$ cat src/rtl/rgb565_gradient_fill_streamer_macros.svh
// Assertion helpers for the RTL that checks itself.
`ifndef RGB565_GRADIENT_FILL_STREAMER_MACROS_SVH
`define RGB565_GRADIENT_FILL_STREAMER_MACROS_SVH

// Same-cycle implication, off while reset is held.
`define RGFS_ASSERT_IMP(lbl, clk, rstn, ante, cons) \
  lbl: assert property (@(posedge clk) disable iff (!rstn) (ante) |-> (cons)) \
    else $error("rgfs check failed");

// Next-cycle implication, off while reset is held.
`define RGFS_ASSERT_NXT(lbl, clk, rstn, ante, cons) \
  lbl: assert property (@(posedge clk) disable iff (!rstn) (ante) |=> (cons)) \
    else $error("rgfs check failed");

`endif

$ cat src/rtl/rgfs_pkg.sv
`timescale 1ns / 1ps
`default_nettype none
package rgfs_pkg;

  localparam int WORD_W      = 16;
  localparam int CFG_IDX_W   = 3;
  localparam int CH_MAX_W    = 6;
  localparam int QUEUE_DEPTH = 2;

  // Configuration register indexes
  localparam logic [CFG_IDX_W-1:0] CFG_CORNER_A_X   = 3'd0;
  localparam logic [CFG_IDX_W-1:0] CFG_CORNER_A_Y   = 3'd1;
  localparam logic [CFG_IDX_W-1:0] CFG_CORNER_B_X   = 3'd2;
  localparam logic [CFG_IDX_W-1:0] CFG_CORNER_B_Y   = 3'd3;
  localparam logic [CFG_IDX_W-1:0] CFG_START_COLOUR = 3'd4;
  localparam logic [CFG_IDX_W-1:0] CFG_END_COLOUR   = 3'd5;
  localparam logic [CFG_IDX_W-1:0] CFG_DIRECTION    = 3'd6;

  // Gradient direction codes; any other code fills with the start colour
  localparam logic [1:0] DIR_HORIZONTAL = 2'd0;
  localparam logic [1:0] DIR_VERTICAL   = 2'd1;

  // Display commands
  localparam logic [WORD_W-1:0] CMD_COLUMN_WINDOW = 16'h002A;
  localparam logic [WORD_W-1:0] CMD_PAGE_WINDOW   = 16'h002B;
  localparam logic [WORD_W-1:0] CMD_MEMORY_WRITE  = 16'h002C;

  // Header positions; HEADER_WORDS marks the pixel phase
  localparam logic [3:0] HP_COL_CMD   = 4'd0;
  localparam logic [3:0] HP_X_LO_HIGH = 4'd1;
  localparam logic [3:0] HP_X_LO_LOW  = 4'd2;
  localparam logic [3:0] HP_X_HI_HIGH = 4'd3;
  localparam logic [3:0] HP_X_HI_LOW  = 4'd4;
  localparam logic [3:0] HP_PAGE_CMD  = 4'd5;
  localparam logic [3:0] HP_Y_LO_HIGH = 4'd6;
  localparam logic [3:0] HP_Y_LO_LOW  = 4'd7;
  localparam logic [3:0] HP_Y_HI_HIGH = 4'd8;
  localparam logic [3:0] HP_Y_HI_LOW  = 4'd9;
  localparam logic [3:0] HEADER_WORDS = 4'd11;

  typedef struct packed {
    logic              need_blend;
    logic              is_data;
    logic              last;
    logic [WORD_W-1:0] word;
  } job_ctrl_t;

  typedef struct packed {
    logic full;
    logic empty;
  } q_stat_t;

  typedef enum logic [2:0] {
    B_IDLE = 3'b001,
    B_DIV  = 3'b010,
    B_DONE = 3'b100
  } back_state_t;

endpackage
`default_nettype wire

$ cat src/rtl/rgfs_ifs.sv
`timescale 1ns / 1ps
`default_nettype none
interface rgfs_in_if;
  logic valid;
  logic ready;
  logic restart;
  modport source (output valid, output restart, input ready);
  modport sink   (input valid, input restart, output ready);
endinterface

interface rgfs_out_if;
  logic        valid;
  logic        ready;
  logic        is_data;
  logic [15:0] bus_word;
  logic        last;
  modport source (output valid, output is_data, output bus_word, output last, input ready);
  modport sink   (input valid, input is_data, input bus_word, input last, output ready);
endinterface
`default_nettype wire

$ cat src/rtl/rgb565_gradient_fill_streamer.sv
// Streams a rectangle fill for a parallel RGB565 display bus, one bus word per
// request: an eleven-word window/write header, then the pixels row by row. A
// front end takes requests and tracks the scan position, a two-entry queue
// holds the classified words, and a back end produces them into an output
// register. Header words and flat pixels (solid mode or a zero span) pass
// straight to the output register; a gradient pixel first passes the three
// per-channel restoring dividers, which produce one quotient bit per cycle
// over COORD_BITS + 6 bits. The front end runs up to two requests ahead of
// the back end. The user must write registers with cfg_we, cfg_index and
// cfg_wdata only while no request is in flight; the block does not enforce it.
`timescale 1ns / 1ps
`default_nettype none
`include "rgb565_gradient_fill_streamer_macros.svh"
module rgb565_gradient_fill_streamer #(
  parameter int COORD_BITS = 9
) (
  input  wire logic        clk,
  input  wire logic        rst_n,
  rgfs_in_if.sink          in_ch,
  rgfs_out_if.source       out_ch,
  input  wire logic        cfg_we,
  input  wire logic [2:0]  cfg_index,
  input  wire logic [15:0] cfg_wdata
);
  import rgfs_pkg::*;

  localparam int JW = $bits(job_ctrl_t) + 2 * COORD_BITS;

  logic [COORD_BITS-1:0] corner_a_x_r, corner_a_y_r, corner_b_x_r, corner_b_y_r;
  logic [15:0]           start_colour_r, end_colour_r;
  logic [1:0]            direction_r;

  q_stat_t               q_stat;
  logic                  q_push, q_pop;
  job_ctrl_t             f_ctrl, b_ctrl;
  logic [COORD_BITS-1:0] f_idx, f_steps, b_idx, b_steps;
  logic [JW-1:0]         q_rd;

  always_ff @(posedge clk) begin
    if (!rst_n) begin
      corner_a_x_r   <= '0;
      corner_a_y_r   <= '0;
      corner_b_x_r   <= '0;
      corner_b_y_r   <= '0;
      start_colour_r <= '0;
      end_colour_r   <= '0;
      direction_r    <= DIR_HORIZONTAL;
    end else if (cfg_we) begin
      case (cfg_index)
        CFG_CORNER_A_X:   corner_a_x_r   <= cfg_wdata[COORD_BITS-1:0];
        CFG_CORNER_A_Y:   corner_a_y_r   <= cfg_wdata[COORD_BITS-1:0];
        CFG_CORNER_B_X:   corner_b_x_r   <= cfg_wdata[COORD_BITS-1:0];
        CFG_CORNER_B_Y:   corner_b_y_r   <= cfg_wdata[COORD_BITS-1:0];
        CFG_START_COLOUR: start_colour_r <= cfg_wdata;
        CFG_END_COLOUR:   end_colour_r   <= cfg_wdata;
        CFG_DIRECTION:    direction_r    <= cfg_wdata[1:0];
        default: ;
      endcase
    end
  end

  rgfs_front #(.COORD_BITS(COORD_BITS)) u_front (
    .clk(clk), .rst_n(rst_n), .in_ch(in_ch),
    .corner_a_x(corner_a_x_r), .corner_a_y(corner_a_y_r),
    .corner_b_x(corner_b_x_r), .corner_b_y(corner_b_y_r),
    .start_colour(start_colour_r), .direction(direction_r),
    .q_stat(q_stat), .q_push(q_push),
    .job_ctrl(f_ctrl), .job_idx(f_idx), .job_steps(f_steps)
  );

  rgfs_queue #(.W(JW)) u_queue (
    .clk(clk), .rst_n(rst_n),
    .push(q_push), .wr_data({f_ctrl, f_idx, f_steps}),
    .pop(q_pop), .rd_data(q_rd), .q_stat(q_stat)
  );

  assign {b_ctrl, b_idx, b_steps} = q_rd;

  rgfs_back #(.COORD_BITS(COORD_BITS)) u_back (
    .clk(clk), .rst_n(rst_n),
    .q_stat(q_stat), .q_pop(q_pop),
    .job_ctrl(b_ctrl), .job_idx(b_idx), .job_steps(b_steps),
    .start_colour(start_colour_r), .end_colour(end_colour_r),
    .out_ch(out_ch)
  );

  `RGFS_ASSERT_IMP(a_no_push_when_full, clk, rst_n, q_push, !q_stat.full)
  `RGFS_ASSERT_IMP(a_no_pop_when_empty, clk, rst_n, q_pop, !q_stat.empty)
  `RGFS_ASSERT_NXT(a_push_fills_queue, clk, rst_n, q_push && !q_pop, !q_stat.empty)

endmodule
`default_nettype wire

$ cat src/rtl/rgfs_front.sv
`timescale 1ns / 1ps
`default_nettype none
module rgfs_front #(
  parameter int COORD_BITS = 9
) (
  input  wire logic                  clk,
  input  wire logic                  rst_n,
  rgfs_in_if.sink                    in_ch,
  input  wire logic [COORD_BITS-1:0] corner_a_x,
  input  wire logic [COORD_BITS-1:0] corner_a_y,
  input  wire logic [COORD_BITS-1:0] corner_b_x,
  input  wire logic [COORD_BITS-1:0] corner_b_y,
  input  wire logic [15:0]           start_colour,
  input  wire logic [1:0]            direction,
  input  wire rgfs_pkg::q_stat_t     q_stat,
  output logic                       q_push,
  output rgfs_pkg::job_ctrl_t        job_ctrl,
  output logic [COORD_BITS-1:0]      job_idx,
  output logic [COORD_BITS-1:0]      job_steps
);
  import rgfs_pkg::*;

  logic                  active_r, active_nxt;
  logic [3:0]            hdr_r, hdr_nxt;
  logic [COORD_BITS-1:0] col_r, col_nxt;
  logic [COORD_BITS-1:0] row_r, row_nxt;

  logic                  accept;
  logic                  act_eff;
  logic [3:0]            pos_eff;
  logic [COORD_BITS-1:0] col_eff, row_eff;
  logic [COORD_BITS-1:0] x_lo, x_hi, y_lo, y_hi, span_x, span_y;
  logic [WORD_W-1:0]     x_lo_w, x_hi_w, y_lo_w, y_hi_w;
  logic [COORD_BITS-1:0] idx_raw, steps;
  logic                  solid;
  logic                  last_px;

  assign in_ch.ready = !q_stat.full;
  assign accept      = in_ch.valid && in_ch.ready;

  // A restart acts before the word is produced
  assign act_eff = in_ch.restart || active_r;
  assign pos_eff = in_ch.restart ? HP_COL_CMD : hdr_r;
  assign col_eff = in_ch.restart ? '0 : col_r;
  assign row_eff = in_ch.restart ? '0 : row_r;

  assign x_lo   = (corner_a_x < corner_b_x) ? corner_a_x : corner_b_x;
  assign x_hi   = (corner_a_x < corner_b_x) ? corner_b_x : corner_a_x;
  assign y_lo   = (corner_a_y < corner_b_y) ? corner_a_y : corner_b_y;
  assign y_hi   = (corner_a_y < corner_b_y) ? corner_b_y : corner_a_y;
  assign span_x = x_hi - x_lo;
  assign span_y = y_hi - y_lo;
  assign x_lo_w = WORD_W'(x_lo);
  assign x_hi_w = WORD_W'(x_hi);
  assign y_lo_w = WORD_W'(y_lo);
  assign y_hi_w = WORD_W'(y_hi);

  always_comb begin
    solid   = 1'b0;
    idx_raw = col_eff;
    steps   = span_x;
    case (direction)
      DIR_HORIZONTAL: begin
        idx_raw = col_eff;
        steps   = span_x;
      end
      DIR_VERTICAL: begin
        idx_raw = row_eff;
        steps   = span_y;
      end
      default: solid = 1'b1;
    endcase
  end

  assign last_px = (col_eff >= span_x) && (row_eff >= span_y);

  // Classify the request and build the job for the back end
  always_comb begin
    job_ctrl            = '0;
    job_ctrl.is_data    = 1'b1;
    job_ctrl.need_blend = 1'b0;
    job_idx             = (idx_raw > steps) ? steps : idx_raw;
    job_steps           = steps;
    if (pos_eff < HEADER_WORDS) begin
      case (pos_eff)
        HP_COL_CMD: begin
          job_ctrl.is_data = 1'b0;
          job_ctrl.word    = CMD_COLUMN_WINDOW;
        end
        HP_X_LO_HIGH: job_ctrl.word = {8'h00, x_lo_w[15:8]};
        HP_X_LO_LOW:  job_ctrl.word = {8'h00, x_lo_w[7:0]};
        HP_X_HI_HIGH: job_ctrl.word = {8'h00, x_hi_w[15:8]};
        HP_X_HI_LOW:  job_ctrl.word = {8'h00, x_hi_w[7:0]};
        HP_PAGE_CMD: begin
          job_ctrl.is_data = 1'b0;
          job_ctrl.word    = CMD_PAGE_WINDOW;
        end
        HP_Y_LO_HIGH: job_ctrl.word = {8'h00, y_lo_w[15:8]};
        HP_Y_LO_LOW:  job_ctrl.word = {8'h00, y_lo_w[7:0]};
        HP_Y_HI_HIGH: job_ctrl.word = {8'h00, y_hi_w[15:8]};
        HP_Y_HI_LOW:  job_ctrl.word = {8'h00, y_hi_w[7:0]};
        default: begin
          job_ctrl.is_data = 1'b0;
          job_ctrl.word    = CMD_MEMORY_WRITE;
        end
      endcase
    end else begin
      job_ctrl.word       = start_colour;
      job_ctrl.need_blend = !solid && (steps != '0);
      job_ctrl.last       = last_px;
    end
  end

  assign q_push = accept && act_eff;

  // Advance the scan position
  always_comb begin
    active_nxt = active_r;
    hdr_nxt    = hdr_r;
    col_nxt    = col_r;
    row_nxt    = row_r;
    if (accept) begin
      active_nxt = act_eff;
      hdr_nxt    = pos_eff;
      col_nxt    = col_eff;
      row_nxt    = row_eff;
      if (act_eff) begin
        if (pos_eff < HEADER_WORDS) begin
          hdr_nxt = pos_eff + 4'd1;
        end else if (col_eff >= span_x) begin
          col_nxt = '0;
          if (row_eff >= span_y) begin
            active_nxt = 1'b0;
            hdr_nxt    = HP_COL_CMD;
            row_nxt    = '0;
          end else begin
            row_nxt = row_eff + 1'b1;
          end
        end else begin
          col_nxt = col_eff + 1'b1;
        end
      end
    end
  end

  always_ff @(posedge clk) begin
    if (!rst_n) begin
      active_r <= 1'b0;
      hdr_r    <= HP_COL_CMD;
      col_r    <= '0;
      row_r    <= '0;
    end else begin
      active_r <= active_nxt;
      hdr_r    <= hdr_nxt;
      col_r    <= col_nxt;
      row_r    <= row_nxt;
    end
  end

endmodule
`default_nettype wire

$ cat src/rtl/rgfs_queue.sv
`timescale 1ns / 1ps
`default_nettype none
module rgfs_queue #(
  parameter int W = 8
) (
  input  wire logic         clk,
  input  wire logic         rst_n,
  input  wire logic         push,
  input  wire logic [W-1:0] wr_data,
  input  wire logic         pop,
  output logic [W-1:0]      rd_data,
  output rgfs_pkg::q_stat_t q_stat
);
  import rgfs_pkg::*;

  localparam int PW = $clog2(QUEUE_DEPTH);
  localparam int CW = $clog2(QUEUE_DEPTH + 1);

  logic [W-1:0]  mem_r [QUEUE_DEPTH];
  logic [PW-1:0] wr_ptr_r, wr_ptr_nxt;
  logic [PW-1:0] rd_ptr_r, rd_ptr_nxt;
  logic [CW-1:0] cnt_r, cnt_nxt;

  assign q_stat.full  = (cnt_r == CW'(QUEUE_DEPTH));
  assign q_stat.empty = (cnt_r == '0);
  assign rd_data      = mem_r[rd_ptr_r];

  always_comb begin
    wr_ptr_nxt = wr_ptr_r;
    rd_ptr_nxt = rd_ptr_r;
    cnt_nxt    = cnt_r;
    if (push) begin
      wr_ptr_nxt = (wr_ptr_r == PW'(QUEUE_DEPTH - 1)) ? '0 : wr_ptr_r + 1'b1;
    end
    if (pop) begin
      rd_ptr_nxt = (rd_ptr_r == PW'(QUEUE_DEPTH - 1)) ? '0 : rd_ptr_r + 1'b1;
    end
    if (push && !pop) begin
      cnt_nxt = cnt_r + 1'b1;
    end else if (pop && !push) begin
      cnt_nxt = cnt_r - 1'b1;
    end
  end

  always_ff @(posedge clk) begin
    if (!rst_n) begin
      wr_ptr_r <= '0;
      rd_ptr_r <= '0;
      cnt_r    <= '0;
    end else begin
      wr_ptr_r <= wr_ptr_nxt;
      rd_ptr_r <= rd_ptr_nxt;
      cnt_r    <= cnt_nxt;
    end
  end

  always_ff @(posedge clk) begin
    if (push) begin
      mem_r[wr_ptr_r] <= wr_data;
    end
  end

endmodule
`default_nettype wire

$ cat src/rtl/rgfs_chan_div.sv
`timescale 1ns / 1ps
`default_nettype none
module rgfs_chan_div #(
  parameter int COORD_BITS = 9,
  parameter int CHW        = 5,
  parameter int DW         = 15
) (
  input  wire logic                  clk,
  input  wire logic                  load,
  input  wire logic                  step,
  input  wire logic [CHW-1:0]        s,
  input  wire logic [CHW-1:0]        e,
  input  wire logic [COORD_BITS-1:0] idx,
  input  wire logic [COORD_BITS-1:0] steps,
  output logic [CHW-1:0]             res
);

  logic                  neg_r, neg_nxt;
  logic [DW-1:0]         quo_r, quo_nxt;
  logic [COORD_BITS-1:0] rem_r, rem_nxt;
  logic [COORD_BITS-1:0] steps_r, steps_nxt;

  logic [CHW-1:0]        mag;
  logic [COORD_BITS:0]   trial;
  logic                  fits;

  assign mag   = (e < s) ? (s - e) : (e - s);
  assign trial = {rem_r, quo_r[DW-1]};
  assign fits  = (trial >= {1'b0, steps_r});

  // Restoring divide of |e - s| * idx by steps, one quotient bit per step
  always_comb begin
    neg_nxt   = neg_r;
    quo_nxt   = quo_r;
    rem_nxt   = rem_r;
    steps_nxt = steps_r;
    if (load) begin
      neg_nxt   = (e < s);
      quo_nxt   = DW'(mag) * DW'(idx);
      rem_nxt   = '0;
      steps_nxt = steps;
    end else if (step) begin
      quo_nxt = {quo_r[DW-2:0], fits};
      rem_nxt = fits ? COORD_BITS'(trial - {1'b0, steps_r}) : trial[COORD_BITS-1:0];
    end
  end

  always_ff @(posedge clk) begin
    neg_r   <= neg_nxt;
    quo_r   <= quo_nxt;
    rem_r   <= rem_nxt;
    steps_r <= steps_nxt;
  end

  // Quotient never exceeds |e - s|, so the channel stays in range
  assign res = neg_r ? (s - quo_r[CHW-1:0]) : (s + quo_r[CHW-1:0]);

endmodule
`default_nettype wire

$ cat src/rtl/rgfs_back.sv
`timescale 1ns / 1ps
`default_nettype none
module rgfs_back #(
  parameter int COORD_BITS = 9
) (
  input  wire logic                  clk,
  input  wire logic                  rst_n,
  input  wire rgfs_pkg::q_stat_t     q_stat,
  output logic                       q_pop,
  input  wire rgfs_pkg::job_ctrl_t   job_ctrl,
  input  wire logic [COORD_BITS-1:0] job_idx,
  input  wire logic [COORD_BITS-1:0] job_steps,
  input  wire logic [15:0]           start_colour,
  input  wire logic [15:0]           end_colour,
  rgfs_out_if.source                 out_ch
);
  import rgfs_pkg::*;

  localparam int DW = COORD_BITS + CH_MAX_W;
  localparam int CW = $clog2(DW);

  back_state_t       state_r, state_nxt;
  logic [CW-1:0]     cnt_r, cnt_nxt;
  logic              last_r, last_nxt;
  logic              out_valid_r, out_valid_nxt;
  logic              out_is_data_r, out_is_data_nxt;
  logic [WORD_W-1:0] out_word_r, out_word_nxt;
  logic              out_last_r, out_last_nxt;

  logic              out_free;
  logic              div_load, div_step;
  logic [4:0]        red, blue;
  logic [5:0]        green;

  assign out_free = !out_valid_r || out_ch.ready;

  rgfs_chan_div #(.COORD_BITS(COORD_BITS), .CHW(5), .DW(DW)) u_div_red (
    .clk(clk), .load(div_load), .step(div_step),
    .s(start_colour[15:11]), .e(end_colour[15:11]),
    .idx(job_idx), .steps(job_steps), .res(red)
  );

  rgfs_chan_div #(.COORD_BITS(COORD_BITS), .CHW(6), .DW(DW)) u_div_green (
    .clk(clk), .load(div_load), .step(div_step),
    .s(start_colour[10:5]), .e(end_colour[10:5]),
    .idx(job_idx), .steps(job_steps), .res(green)
  );

  rgfs_chan_div #(.COORD_BITS(COORD_BITS), .CHW(5), .DW(DW)) u_div_blue (
    .clk(clk), .load(div_load), .step(div_step),
    .s(start_colour[4:0]), .e(end_colour[4:0]),
    .idx(job_idx), .steps(job_steps), .res(blue)
  );

  always_comb begin
    state_nxt       = state_r;
    cnt_nxt         = cnt_r;
    last_nxt        = last_r;
    q_pop           = 1'b0;
    div_load        = 1'b0;
    div_step        = 1'b0;
    out_valid_nxt   = out_ch.ready ? 1'b0 : out_valid_r;
    out_is_data_nxt = out_is_data_r;
    out_word_nxt    = out_word_r;
    out_last_nxt    = out_last_r;
    case (state_r)
      B_IDLE: begin
        if (!q_stat.empty) begin
          if (job_ctrl.need_blend) begin
            q_pop     = 1'b1;
            div_load  = 1'b1;
            last_nxt  = job_ctrl.last;
            cnt_nxt   = '0;
            state_nxt = B_DIV;
          end else if (out_free) begin
            // Header word or flat pixel goes straight to the output
            q_pop           = 1'b1;
            out_valid_nxt   = 1'b1;
            out_is_data_nxt = job_ctrl.is_data;
            out_word_nxt    = job_ctrl.word;
            out_last_nxt    = job_ctrl.last;
          end
        end
      end
      B_DIV: begin
        div_step = 1'b1;
        cnt_nxt  = cnt_r + 1'b1;
        if (cnt_r == CW'(DW - 1)) begin
          state_nxt = B_DONE;
        end
      end
      B_DONE: begin
        if (out_free) begin
          out_valid_nxt   = 1'b1;
          out_is_data_nxt = 1'b1;
          out_word_nxt    = {red, green, blue};
          out_last_nxt    = last_r;
          state_nxt       = B_IDLE;
        end
      end
      default: state_nxt = B_IDLE;
    endcase
  end

  always_ff @(posedge clk) begin
    if (!rst_n) begin
      state_r     <= B_IDLE;
      out_valid_r <= 1'b0;
    end else begin
      state_r     <= state_nxt;
      out_valid_r <= out_valid_nxt;
    end
  end

  always_ff @(posedge clk) begin
    cnt_r         <= cnt_nxt;
    last_r        <= last_nxt;
    out_is_data_r <= out_is_data_nxt;
    out_word_r    <= out_word_nxt;
    out_last_r    <= out_last_nxt;
  end

  assign out_ch.valid    = out_valid_r;
  assign out_ch.is_data  = out_is_data_r;
  assign out_ch.bus_word = out_word_r;
  assign out_ch.last     = out_last_r;

endmodule
`default_nettype wire
$ cat src/flat_wrapper.sv
// flat-port wrapper written by rule: the top's interface ports become plain ports
module rgb565_gradient_fill_streamer_flat import rgfs_pkg::*;
#(
  parameter int COORD_BITS = 9
)
  (clk, rst_n, cfg_we, cfg_index, cfg_wdata, in_ch_valid, in_ch_restart, in_ch_ready, out_ch_valid, out_ch_is_data, out_ch_bus_word, out_ch_last, out_ch_ready);
  rgfs_in_if in_ch_i ();
  rgfs_out_if out_ch_i ();
  input  wire logic clk;
  input  wire logic rst_n;
  input  wire logic cfg_we;
  input  wire logic [2:0] cfg_index;
  input  wire logic [15:0] cfg_wdata;
  input wire logic [$bits(in_ch_i.valid)-1:0] in_ch_valid;
  input wire logic [$bits(in_ch_i.restart)-1:0] in_ch_restart;
  output wire logic [$bits(in_ch_i.ready)-1:0] in_ch_ready;
  output wire logic [$bits(out_ch_i.valid)-1:0] out_ch_valid;
  output wire logic [$bits(out_ch_i.is_data)-1:0] out_ch_is_data;
  output wire logic [$bits(out_ch_i.bus_word)-1:0] out_ch_bus_word;
  output wire logic [$bits(out_ch_i.last)-1:0] out_ch_last;
  input wire logic [$bits(out_ch_i.ready)-1:0] out_ch_ready;
  assign in_ch_i.valid = in_ch_valid;
  assign in_ch_i.restart = in_ch_restart;
  assign in_ch_ready = in_ch_i.ready;
  assign out_ch_valid = out_ch_i.valid;
  assign out_ch_is_data = out_ch_i.is_data;
  assign out_ch_bus_word = out_ch_i.bus_word;
  assign out_ch_last = out_ch_i.last;
  assign out_ch_i.ready = out_ch_ready;
  rgb565_gradient_fill_streamer #(.COORD_BITS(COORD_BITS)) u_core (.clk(clk), .rst_n(rst_n), .in_ch(in_ch_i), .out_ch(out_ch_i), .cfg_we(cfg_we), .cfg_index(cfg_index), .cfg_wdata(cfg_wdata));
endmodule
$ cat config.mk
export PLATFORM = sky130hd
export DESIGN_NAME = rgb565_gradient_fill_streamer_flat
export DESIGN_NICKNAME = d
export VERILOG_FILES = /design/src/rtl/rgfs_pkg.sv /design/src/rtl/rgfs_ifs.sv /design/src/rtl/rgb565_gradient_fill_streamer.sv /design/src/rtl/rgfs_front.sv /design/src/rtl/rgfs_queue.sv /design/src/rtl/rgfs_chan_div.sv /design/src/rtl/rgfs_back.sv /design/src/flat_wrapper.sv
export VERILOG_INCLUDE_DIRS = /design/src /design/src/rtl
export SDC_FILE = /design/constraint.sdc
export NUM_CORES = 1
export LEC_CHECK = 0
export ABC_AREA = 1
export BUFFER_PORTS_ARGS = -buffer_cell sky130_fd_sc_hd__buf_2
export CORE_MARGIN = 2
export CORE_UTILIZATION = 35
export CTS_CLUSTER_SIZE = 14
export DETAILED_ROUTE_END_ITERATION = 12
export SLEW_MARGIN = 30
export SYNTH_ARGS = -nofsm -noshare
export SYNTH_HDL_FRONTEND = slang
export SYNTH_HIERARCHICAL = 1
export SYNTH_SLANG_ARGS = --single-unit
$ cat constraint.sdc
create_clock -name clk -period 4.7 [get_ports clk]
set_clock_uncertainty 0.05 [all_clocks]
set_input_delay 0.47 -clock clk [delete_from_list [all_inputs] [get_ports clk]]
set_output_delay 0.47 -clock clk [all_outputs]
set_load 0.01 [all_outputs]
==> results of run 1 <==
## routing by layer
metal	global-route usage (%)	part of all wire [%]	wire length [µm]	up-vias
li1	-	-	-	10430
met1	23.77	47	29550	9482
met2	29.69	47	29520	400
met3	1.974	3.9	2426	84
met4	4.904	2.3	1446	0
met5	0	0	0	-
## worst max path at each step
stage / startpoint / end / slack (ns) / depth (start not counted)
floorplan: u_core/start_colour_r[12]$_SDFFE_PN0P_ / u_core/u_back/u_div_red/quo_r[7]$_DFFE_PP_ / 0.11 / 21
global placement: u_core/start_colour_r[11]$_SDFFE_PN0P_ / u_core/u_back/u_div_red/quo_r[7]$_DFFE_PP_ / 0.0004 / 22
detailed placement: u_core/start_colour_r[11]$_SDFFE_PN0P_ / u_core/u_back/u_div_red/quo_r[8]$_DFFE_PP_ / -0.06 / 21
CTS: u_core/start_colour_r[11]$_SDFFE_PN0P_ / u_core/u_back/u_div_red/quo_r[13]$_DFFE_PP_ / 0.006 / 23
global route: u_core/corner_b_x_r[4]$_SDFFE_PN0P_ / u_core/u_front/col_r[7]$_SDFFE_PN0P_ / -0.06 / 29
finish: u_core/start_colour_r[15]$_SDFFE_PN0P_ / u_core/u_back/u_div_red/quo_r[7]$_DFFE_PP_ / 0.16 / 21
## power by group
group / internal, W / leakage, nW / switching [W]
clock network: 0.00181 / 0.635 / 0.00123
registers: 0.00350 / 2.65 / 0.000241
logic: 0.00330 / 10.1 / 0.00525
## area by class of cell
type                       instances  area share, %
multi-input combinational       2275          52.91
sequential                       301          27.41
inverter                         543          7.259
tap                              931          4.123
timing repair buffer             151          3.707
clock buffer                      50          3.703
clock inverter                    18         0.8946
## registers in the layout (all words and copies together) (netlist names), 9 cells and up, named ones only
| register | flops |
|---|---|
| u_core/u_back/u_div_blue/quo_r | 15 |
| u_core/end_colour_r | 16 |
| u_core/start_colour_r | 16 |
| u_core/u_back/u_div_red/rem_r | 9 |
| u_core/u_back/out_ch.bus_word | 16 |
| u_core/u_back/u_div_red/quo_r | 15 |
| u_core/corner_a_x_r | 9 |
| u_core/u_back/u_div_green/steps_r | 9 |
| u_core/u_back/u_div_green/quo_r | 15 |
| u_core/u_back/u_div_green/rem_r | 9 |
| u_core/u_front/col_r | 9 |
| u_core/corner_a_y_r | 9 |
| u_core/corner_b_y_r | 9 |
| u_core/u_back/u_div_blue/steps_r | 9 |
| u_core/u_back/u_div_red/steps_r | 9 |
| u_core/u_front/row_r | 9 |
| u_core/u_queue/mem_r | 74 |
| u_core/u_back/u_div_blue/rem_r | 9 |
| u_core/corner_b_x_r | 9 |
## through the flow
step                worst slack [ns]  util [%]  TNS, ns
floorplan                     0.1061         -        0
global placement           0.0003704     37.64        0
detailed placement          -0.05759     37.65  -0.1965
CTS                         0.006201     39.59        0
global route                -0.05649     41.19  -0.7742
finish                        0.1644     41.19        0
## kinds of logic after synthesis
| logic type | Yosys count | share of synthesized area (%) |
|---|---|---|
| AND/OR/NAND/NOR | 1580 | 28.88 |
| buffers and inverters | 605 | 10.19 |
| AO/OA/AOI/OAI | 316 | 7.561 |
| flip-flops | 301 | 31.92 |
| adder cells (fa/ha/maj) | 277 | 16.89 |
| XOR/XNOR | 64 | 2.377 |
| multiplexers | 37 | 2.186 |
## worst reg2reg max path, cell delays in order, from the launching register on
cell	delay, ns
dfxtp_1	0.32
inv_1	0.05
ha_1	0.35
a21oi_1	0.29
nand3_4	0.14
inv_2	0.11
nand2_1	0.09
nand2_4	0.12
inv_2	0.05
nand2_1	0.08
fa_1	0.46
fa_1	0.51
fa_1	0.54
inv_1	0.07
ha_4	0.26
a21oi_2	0.20
nand2_2	0.12
inv_1	0.07
o21ai_1	0.06
or2_2	0.27
nand3_1	0.07
nand2_1	0.05
## cells in the final DEF, fill, tap and decap left out, drive strengths merged, types with 21 or more instances in the layout
cell type / synthesis / final
a21oi: 119 / 119
nand4: 39 / 39
inv: 539 / 541
clkbuf: 20 / 50
xnor2: 27 / 27
dfxtp: 131 / 131
buf: 42 / 151
nor2: 402 / 402
ha: 194 / 194
nand2: 838 / 838
xor2: 37 / 37
nand3: 260 / 261
o21ai: 143 / 143
nand3b: 21 / 21
fa: 83 / 83
mux2: 37 / 37
edfxtp: 170 / 170
## repair_timing
action,4_1_cts,5_1_grt
resized for setup,9,215
pin swaps,1,81
setup endpoints to repair,8,66
endpoints found under the hold margin,0,0
buffers inserted,0,25
gates cloned,0,1
==> flow_metrics.env, run 1 <==
export IMPL_status="finished, final reports clean"
export IMPL_antennaDiodeCount=0
export IMPL_setup_viol=0
export IMPL_synth_enable_flop_cells=170
export IMPL_drive_gt1_share_pct=17.29
export IMPL_hold_buffers=0
export IMPL_vdd_ir_drop_worst_mv=0.3196
export IMPL_max_freq_ghz=0.2205
export IMPL_fin_cells=4269
export IMPL_grt_total_usage_pct=17.59
export IMPL_crit_buf_inv=5
export IMPL_place_congestion=0.8890
export IMPL_holdCritStartpoint="cfg_wdata[12]"
export IMPL_seq_area_mm2=0.007742
export IMPL_die_w_um=267.0
export IMPL_wl_per_cell_um=14.74
export IMPL_htreeDepth=2
export IMPL_grt_first_pass_wirelength_um=101200
export IMPL_synth_seq_cells=301
export IMPL_finalCriticalPeriod_ns=4.536
export IMPL_period_share_pct=96.50
export IMPL_hold_viol_final=0
export IMPL_crit_fanout=6
export IMPL_antenna_found_initial=0
export IMPL_syn_to_final_growth_pct=16.70
export IMPL_first_pass_iters=6
export IMPL_synthArstFlopShare_pct=0
export IMPL_critPathKind="flip-flop to flip-flop"
export IMPL_netlist_cell_type_count=62
export IMPL_start_util_pct=35.30
export IMPL_cts_root_buf="clkbuf_16"
export IMPL_relSlewSlack_pct=40.95
export IMPL_coreArea_mm2=0.06859
export IMPL_final_cell_area_mm2=0.02825
export IMPL_vias=20390
export IMPL_hold_path_end="u_core/start_colour_r[12]$_SDFFE_PN0P_"
export IMPL_clk_pin_slew_ns=0.06
export IMPL_die_area_mm2=0.07129
export IMPL_timing_max_cap_violations=0
export IMPL_p_per_area_mw_per_mm2=542.6
export IMPL_final_max_slew_violation_count=0
export IMPL_yosysSeqAreaShare_pct=31.92
export IMPL_grt_pass1_vias=19490
export IMPL_power_w=0.01533
export IMPL_cp_end_kind="flip-flop"
export IMPL_yosysMostFrequentCell="nand2_1"
export IMPL_cp_cell_sequence="inv_1 > ha_1 > a21oi_1 > nand3_4 > inv_2 > nand2_1 > nand2_4 > inv_2 > nand2_1 > fa_1 > fa_1 > fa_1 > inv_1 > ha_4 > a21oi_2 > nand2_2 > inv_1 > o21ai_1 > or2_2 > nand3_1 > nand2_1"
export IMPL_drtIter0Drc=1150
export IMPL_cts_made_buffers=37
export IMPL_synthTopCellsByArea="edfxtp_1 21%, nand2_1 12%, dfxtp_1 11%"
export IMPL_die_h_um=267.0
export IMPL_cp_start_kind="flip-flop"
export IMPL_ys_flop_type="edfxtp_1"
export IMPL_synthDominantCellAreaShare_pct=21.09
export IMPL_ff2ff_setup_slack_ns=0.16
export IMPL_critPathMaxStageDelay_ns=0.54
export IMPL_cts_tree="yes"
export IMPL_grt_overflow_total=0
export IMPL_worstHoldPathType="input pin to flip-flop"
export IMPL_io_buffer_count=44
export IMPL_synthCells=3180
export IMPL_r2r_end="u_core/u_back/u_div_red/quo_r[7]$_DFFE_PP_"
export IMPL_synth_warnings=6
export IMPL_rsz0062_at_grt="true"
export IMPL_post_dp_hpwl_um=46880
export IMPL_row_count=96
export IMPL_worstPathArrival_ns=4.82
export IMPL_r2r_cells=21
export IMPL_p_leak_nw=13.35
export IMPL_max_clock_path_buffers=3
export IMPL_reg2reg_from="u_core/start_colour_r[15]$_SDFFE_PN0P_"
export IMPL_netlist_area_mm2=0.02421
export IMPL_ios=45
export IMPL_placedCellCount=4175
export IMPL_cp_slowest_cell="fa_1"
export IMPL_avgSynthCellArea_um2=7.613
export IMPL_holdPathStages=5
export IMPL_via_per_inst=4.777
export IMPL_fin_nets=3611
export IMPL_drc=0
export IMPL_max_slew_worst_pin_slew_ns=0.8848
export IMPL_num_fill_cells=6910
export IMPL_synth_cells_most_frequent="771 x nand2_1, 514 x inv_1, 375 x nor2_1"
export IMPL_yosys_area_top_type="edfxtp_1"
export IMPL_syn_nets=3482
export IMPL_placed_area_mm2=0.02582
export IMPL_multiInputGateArea_mm2=0.01495
export IMPL_critPathTopFamily="adder cells"
export IMPL_cts_sinks=301
export IMPL_grt_max_degree=71
export IMPL_cp_data_required_time_ns=4.99
export IMPL_drt_total_wl_um=62940
export IMPL_clkLatencyLatePin_ns=0.57
export IMPL_whs_ns=0.1845
export IMPL_final_antenna_net_count=0
Power figures use the tool's default switching activity.
==> inputs of run 2 (changes only) <==
--- a/config.mk
+++ b/config.mk
@@ -7,11 +7,11 @@
 export NUM_CORES = 1
 export LEC_CHECK = 0
 export ABC_AREA = 1
-export BUFFER_PORTS_ARGS = -buffer_cell sky130_fd_sc_hd__buf_2
 export CORE_MARGIN = 2
 export CORE_UTILIZATION = 35
 export CTS_CLUSTER_SIZE = 14
 export DETAILED_ROUTE_END_ITERATION = 12
+export DONT_BUFFER_PORTS = 1
 export SLEW_MARGIN = 30
 export SYNTH_ARGS = -nofsm -noshare
 export SYNTH_HDL_FRONTEND = slang
==> run 2 against run 1 <==
- via count decreased by 1.1%
- sequential share of layout area up 0.27 points
- non-clock buffer count decreased by 46
- die area unchanged
- register-to-register slack about the same
- total power shrank 1.5%
- cell area down 1.0%
- utilization shrank 0.42 points
- hold slack lost 0.12 ns
- sequential power is 2% higher
- highest routed layer unchanged
==> flow_metrics.env, run 2 (synthesized netlist as in run 1, its figures left out) <==
export IMPL_status="finished, final reports clean"
export IMPL_cp_data_required_time_ns=4.96
export IMPL_pwr_share_clk_pct=20.0
export IMPL_vias=20170
export IMPL_drc=0
export IMPL_timing_max_cap_violations=0
export IMPL_clkLatencyLatePin_ns=0.57
export IMPL_rsz0062_at_grt="true"
export IMPL_final_cell_mix="742 x nand2_1, 499 x inv_1, 345 x nor2_1, 229 x nand3_1, 170 x edfxtp_1"
export IMPL_worstPathArrival_ns=4.81
export IMPL_antenna_found_initial=0
export IMPL_setup_viol=0
export IMPL_cts_tree="yes"
export IMPL_cts_sinks=301
export IMPL_layout_commonest_cell="nand2_1"
export IMPL_coreArea_mm2=0.06859
export IMPL_finalWorstSetupSlack_ns=0.1504
export IMPL_cts_root_buf="clkbuf_16"
export IMPL_max_freq_ghz=0.2198
export IMPL_worstHoldPathType="input pin to flip-flop"
export IMPL_p_leak_nw=13.13
export IMPL_clk_pin_slew_ns=0.06
export IMPL_drt_total_wl_um=62890
export IMPL_die_w_um=267.0
export IMPL_cts_made_buffers=39
export IMPL_crit_fanout=7
export IMPL_regMostFlops="u_core/u_queue/mem_r"
export IMPL_final_antenna_net_count=0
export IMPL_swShare_pct=43.38
export IMPL_die_h_um=267.0
export IMPL_final_core_util_pct=40.77
export IMPL_internal_power_w=0.008552
export IMPL_period_share_pct=96.80
export IMPL_num_fill_cells=6978
export IMPL_max_slew_worst_pin_slew_ns=0.9047
export IMPL_grt_max_degree=87
export IMPL_drtIter0Drc=1190
export IMPL_max_clock_path_buffers=3
export IMPL_start_util_pct=35.30
export IMPL_io_buffer_count=0
export IMPL_critPathMaxStageDelay_ns=0.55
export IMPL_finalSetupTns_ns=0
export IMPL_vdd_ir_drop_worst_mv=0.3295
export IMPL_ios=45
export IMPL_power_w=0.01511
export IMPL_p_per_area_mw_per_mm2=540.2
export IMPL_p_comb_share_pct=54.8
export IMPL_final_max_slew_violation_count=0
export IMPL_whs_ns=0.06604
export IMPL_switching_power_w=0.006553
export IMPL_first_pass_iters=5
export IMPL_wl_per_cell_um=14.89
export IMPL_grt_first_pass_wirelength_um=100700
export IMPL_cp_end_kind="flip-flop"
export IMPL_place_congestion=0.8821
export IMPL_seqPwrFrac_pct=25.2
export IMPL_via_per_inst=4.773
export IMPL_critPathKind="flip-flop to flip-flop"
export IMPL_htreeDepth=2
export IMPL_finalCriticalPeriod_ns=4.550
export IMPL_preCtsSetupSlack_ns=-0.03026
export IMPL_row_count=96
export IMPL_die_area_mm2=0.07129
export IMPL_relSlewSlack_pct=39.62
export IMPL_grt_overflow_total=0
export IMPL_grt_pass1_vias=19410
export IMPL_hold_viol_final=0
export IMPL_grt_total_usage_pct=17.60
export IMPL_post_dp_hpwl_um=47170
export IMPL_drive_gt1_share_pct=16.06
export IMPL_syn_to_final_growth_pct=15.52
export IMPL_largest_register_ffs=74
export IMPL_antennaDiodeCount=0
export IMPL_cp_slowest_cell="fa_1"
export IMPL_cp_start_kind="flip-flop"
export IMPL_fin_nets=3567
==> run 2: changes by cell type in the layout (fill, tap and decap cells not counted), moves of 3 or more <==
cell     previous run  this run
o21ai_1            35        31
ha_2                8         5
inv_2              34        37
nand3_1           226       229
buf_4             103        98
dfxtp_2             6        10
inv_1             502       499
buf_2              44         0
o21ai_2             7        11
nand3_2            28        25
==> run 2: what timing repair did <==
action	CTS	global route
pin swaps	0	72
hold buffers	1	0
hold endpoints to repair	2	0
resized for setup	3	215
cloned	0	1
endpoints found under the setup margin	5	66
setup buffers	0	21
==> run 2: path summary, 6_finish.rpt <==
path | from | end | cells past startpoint | slack, ns
worst max-delay path | u_core/end_colour_r[5]$_SDFFE_PN0P_ | u_core/u_back/u_div_green/quo_r[13]$_DFFE_PP_ | 26 | 0.15
worst min-delay path | rst_n | flip-flop | 2 | 0.07
worst max register to register | u_core/end_colour_r[5]$_SDFFE_PN0P_ | u_core/u_back/u_div_green/quo_r[13]$_DFFE_PP_ | 26 | 0.15
worst min register to register | u_core/u_front/col_r[0]$_SDFFE_PN0P_ | u_core/u_front/col_r[0]$_SDFFE_PN0P_ | 2 | 0.41
==> run 2: power by group through the flow <==
stage | combinational (W) | sequential (W) | clock (W)
after detailed placement | 0.00707 | 0.00386 | 0
after CTS | 0.00711 | 0.00381 | 0.00310
after global placement | 0.00703 | 0.00385 | 0
final | 0.00828 | 0.00381 | 0.00301
after floorplan | 0.00537 | 0.00375 | 0
after global routing | 0.00937 | 0.00387 | 0.00320
==> run 2: critical path, delay by kind of cell (launching register included) <==
family	cells	cell delay, ns
flip-flops	1	0.33
adder cells (fa/ha/maj)	6	2.50
AND/OR/NAND/NOR	12	0.94
buffers and inverters	7	0.41
AO/OA/AOI/OAI	1	0.08
==> run 2: final cells by class <==
type / count / area, µm² / area share, %
multi-input cells: 2275 / 14910 / 53.31
flip-flops and latches: 301 / 7740 / 27.68
inverters: 543 / 2051 / 7.333
well taps: 931 / 1165 / 4.166
clock buffers: 52 / 1076 / 3.848
repair buffers: 105 / 822.0 / 2.940
clock inverters: 18 / 203.9 / 0.7293
==> run 2: metal layers <==
layer  track usage (%)  part of all wire [%]  vias to the layer above
met5                 0                     0                        -
met1             23.56                    47                     9379
met2             29.59                    46                      360
met4             5.026                   2.5                        0
met3             2.390                   4.4                      104
li1                  -                     -                    10330
==> run 2: per-stage QoR <==
stage	instance area, µm²	instances
after floorplan	24210	3180
after global placement	25600	4132
after detailed placement	25610	4132
after CTS	26900	4203
after global routing	27960	4225
final	27960	4225
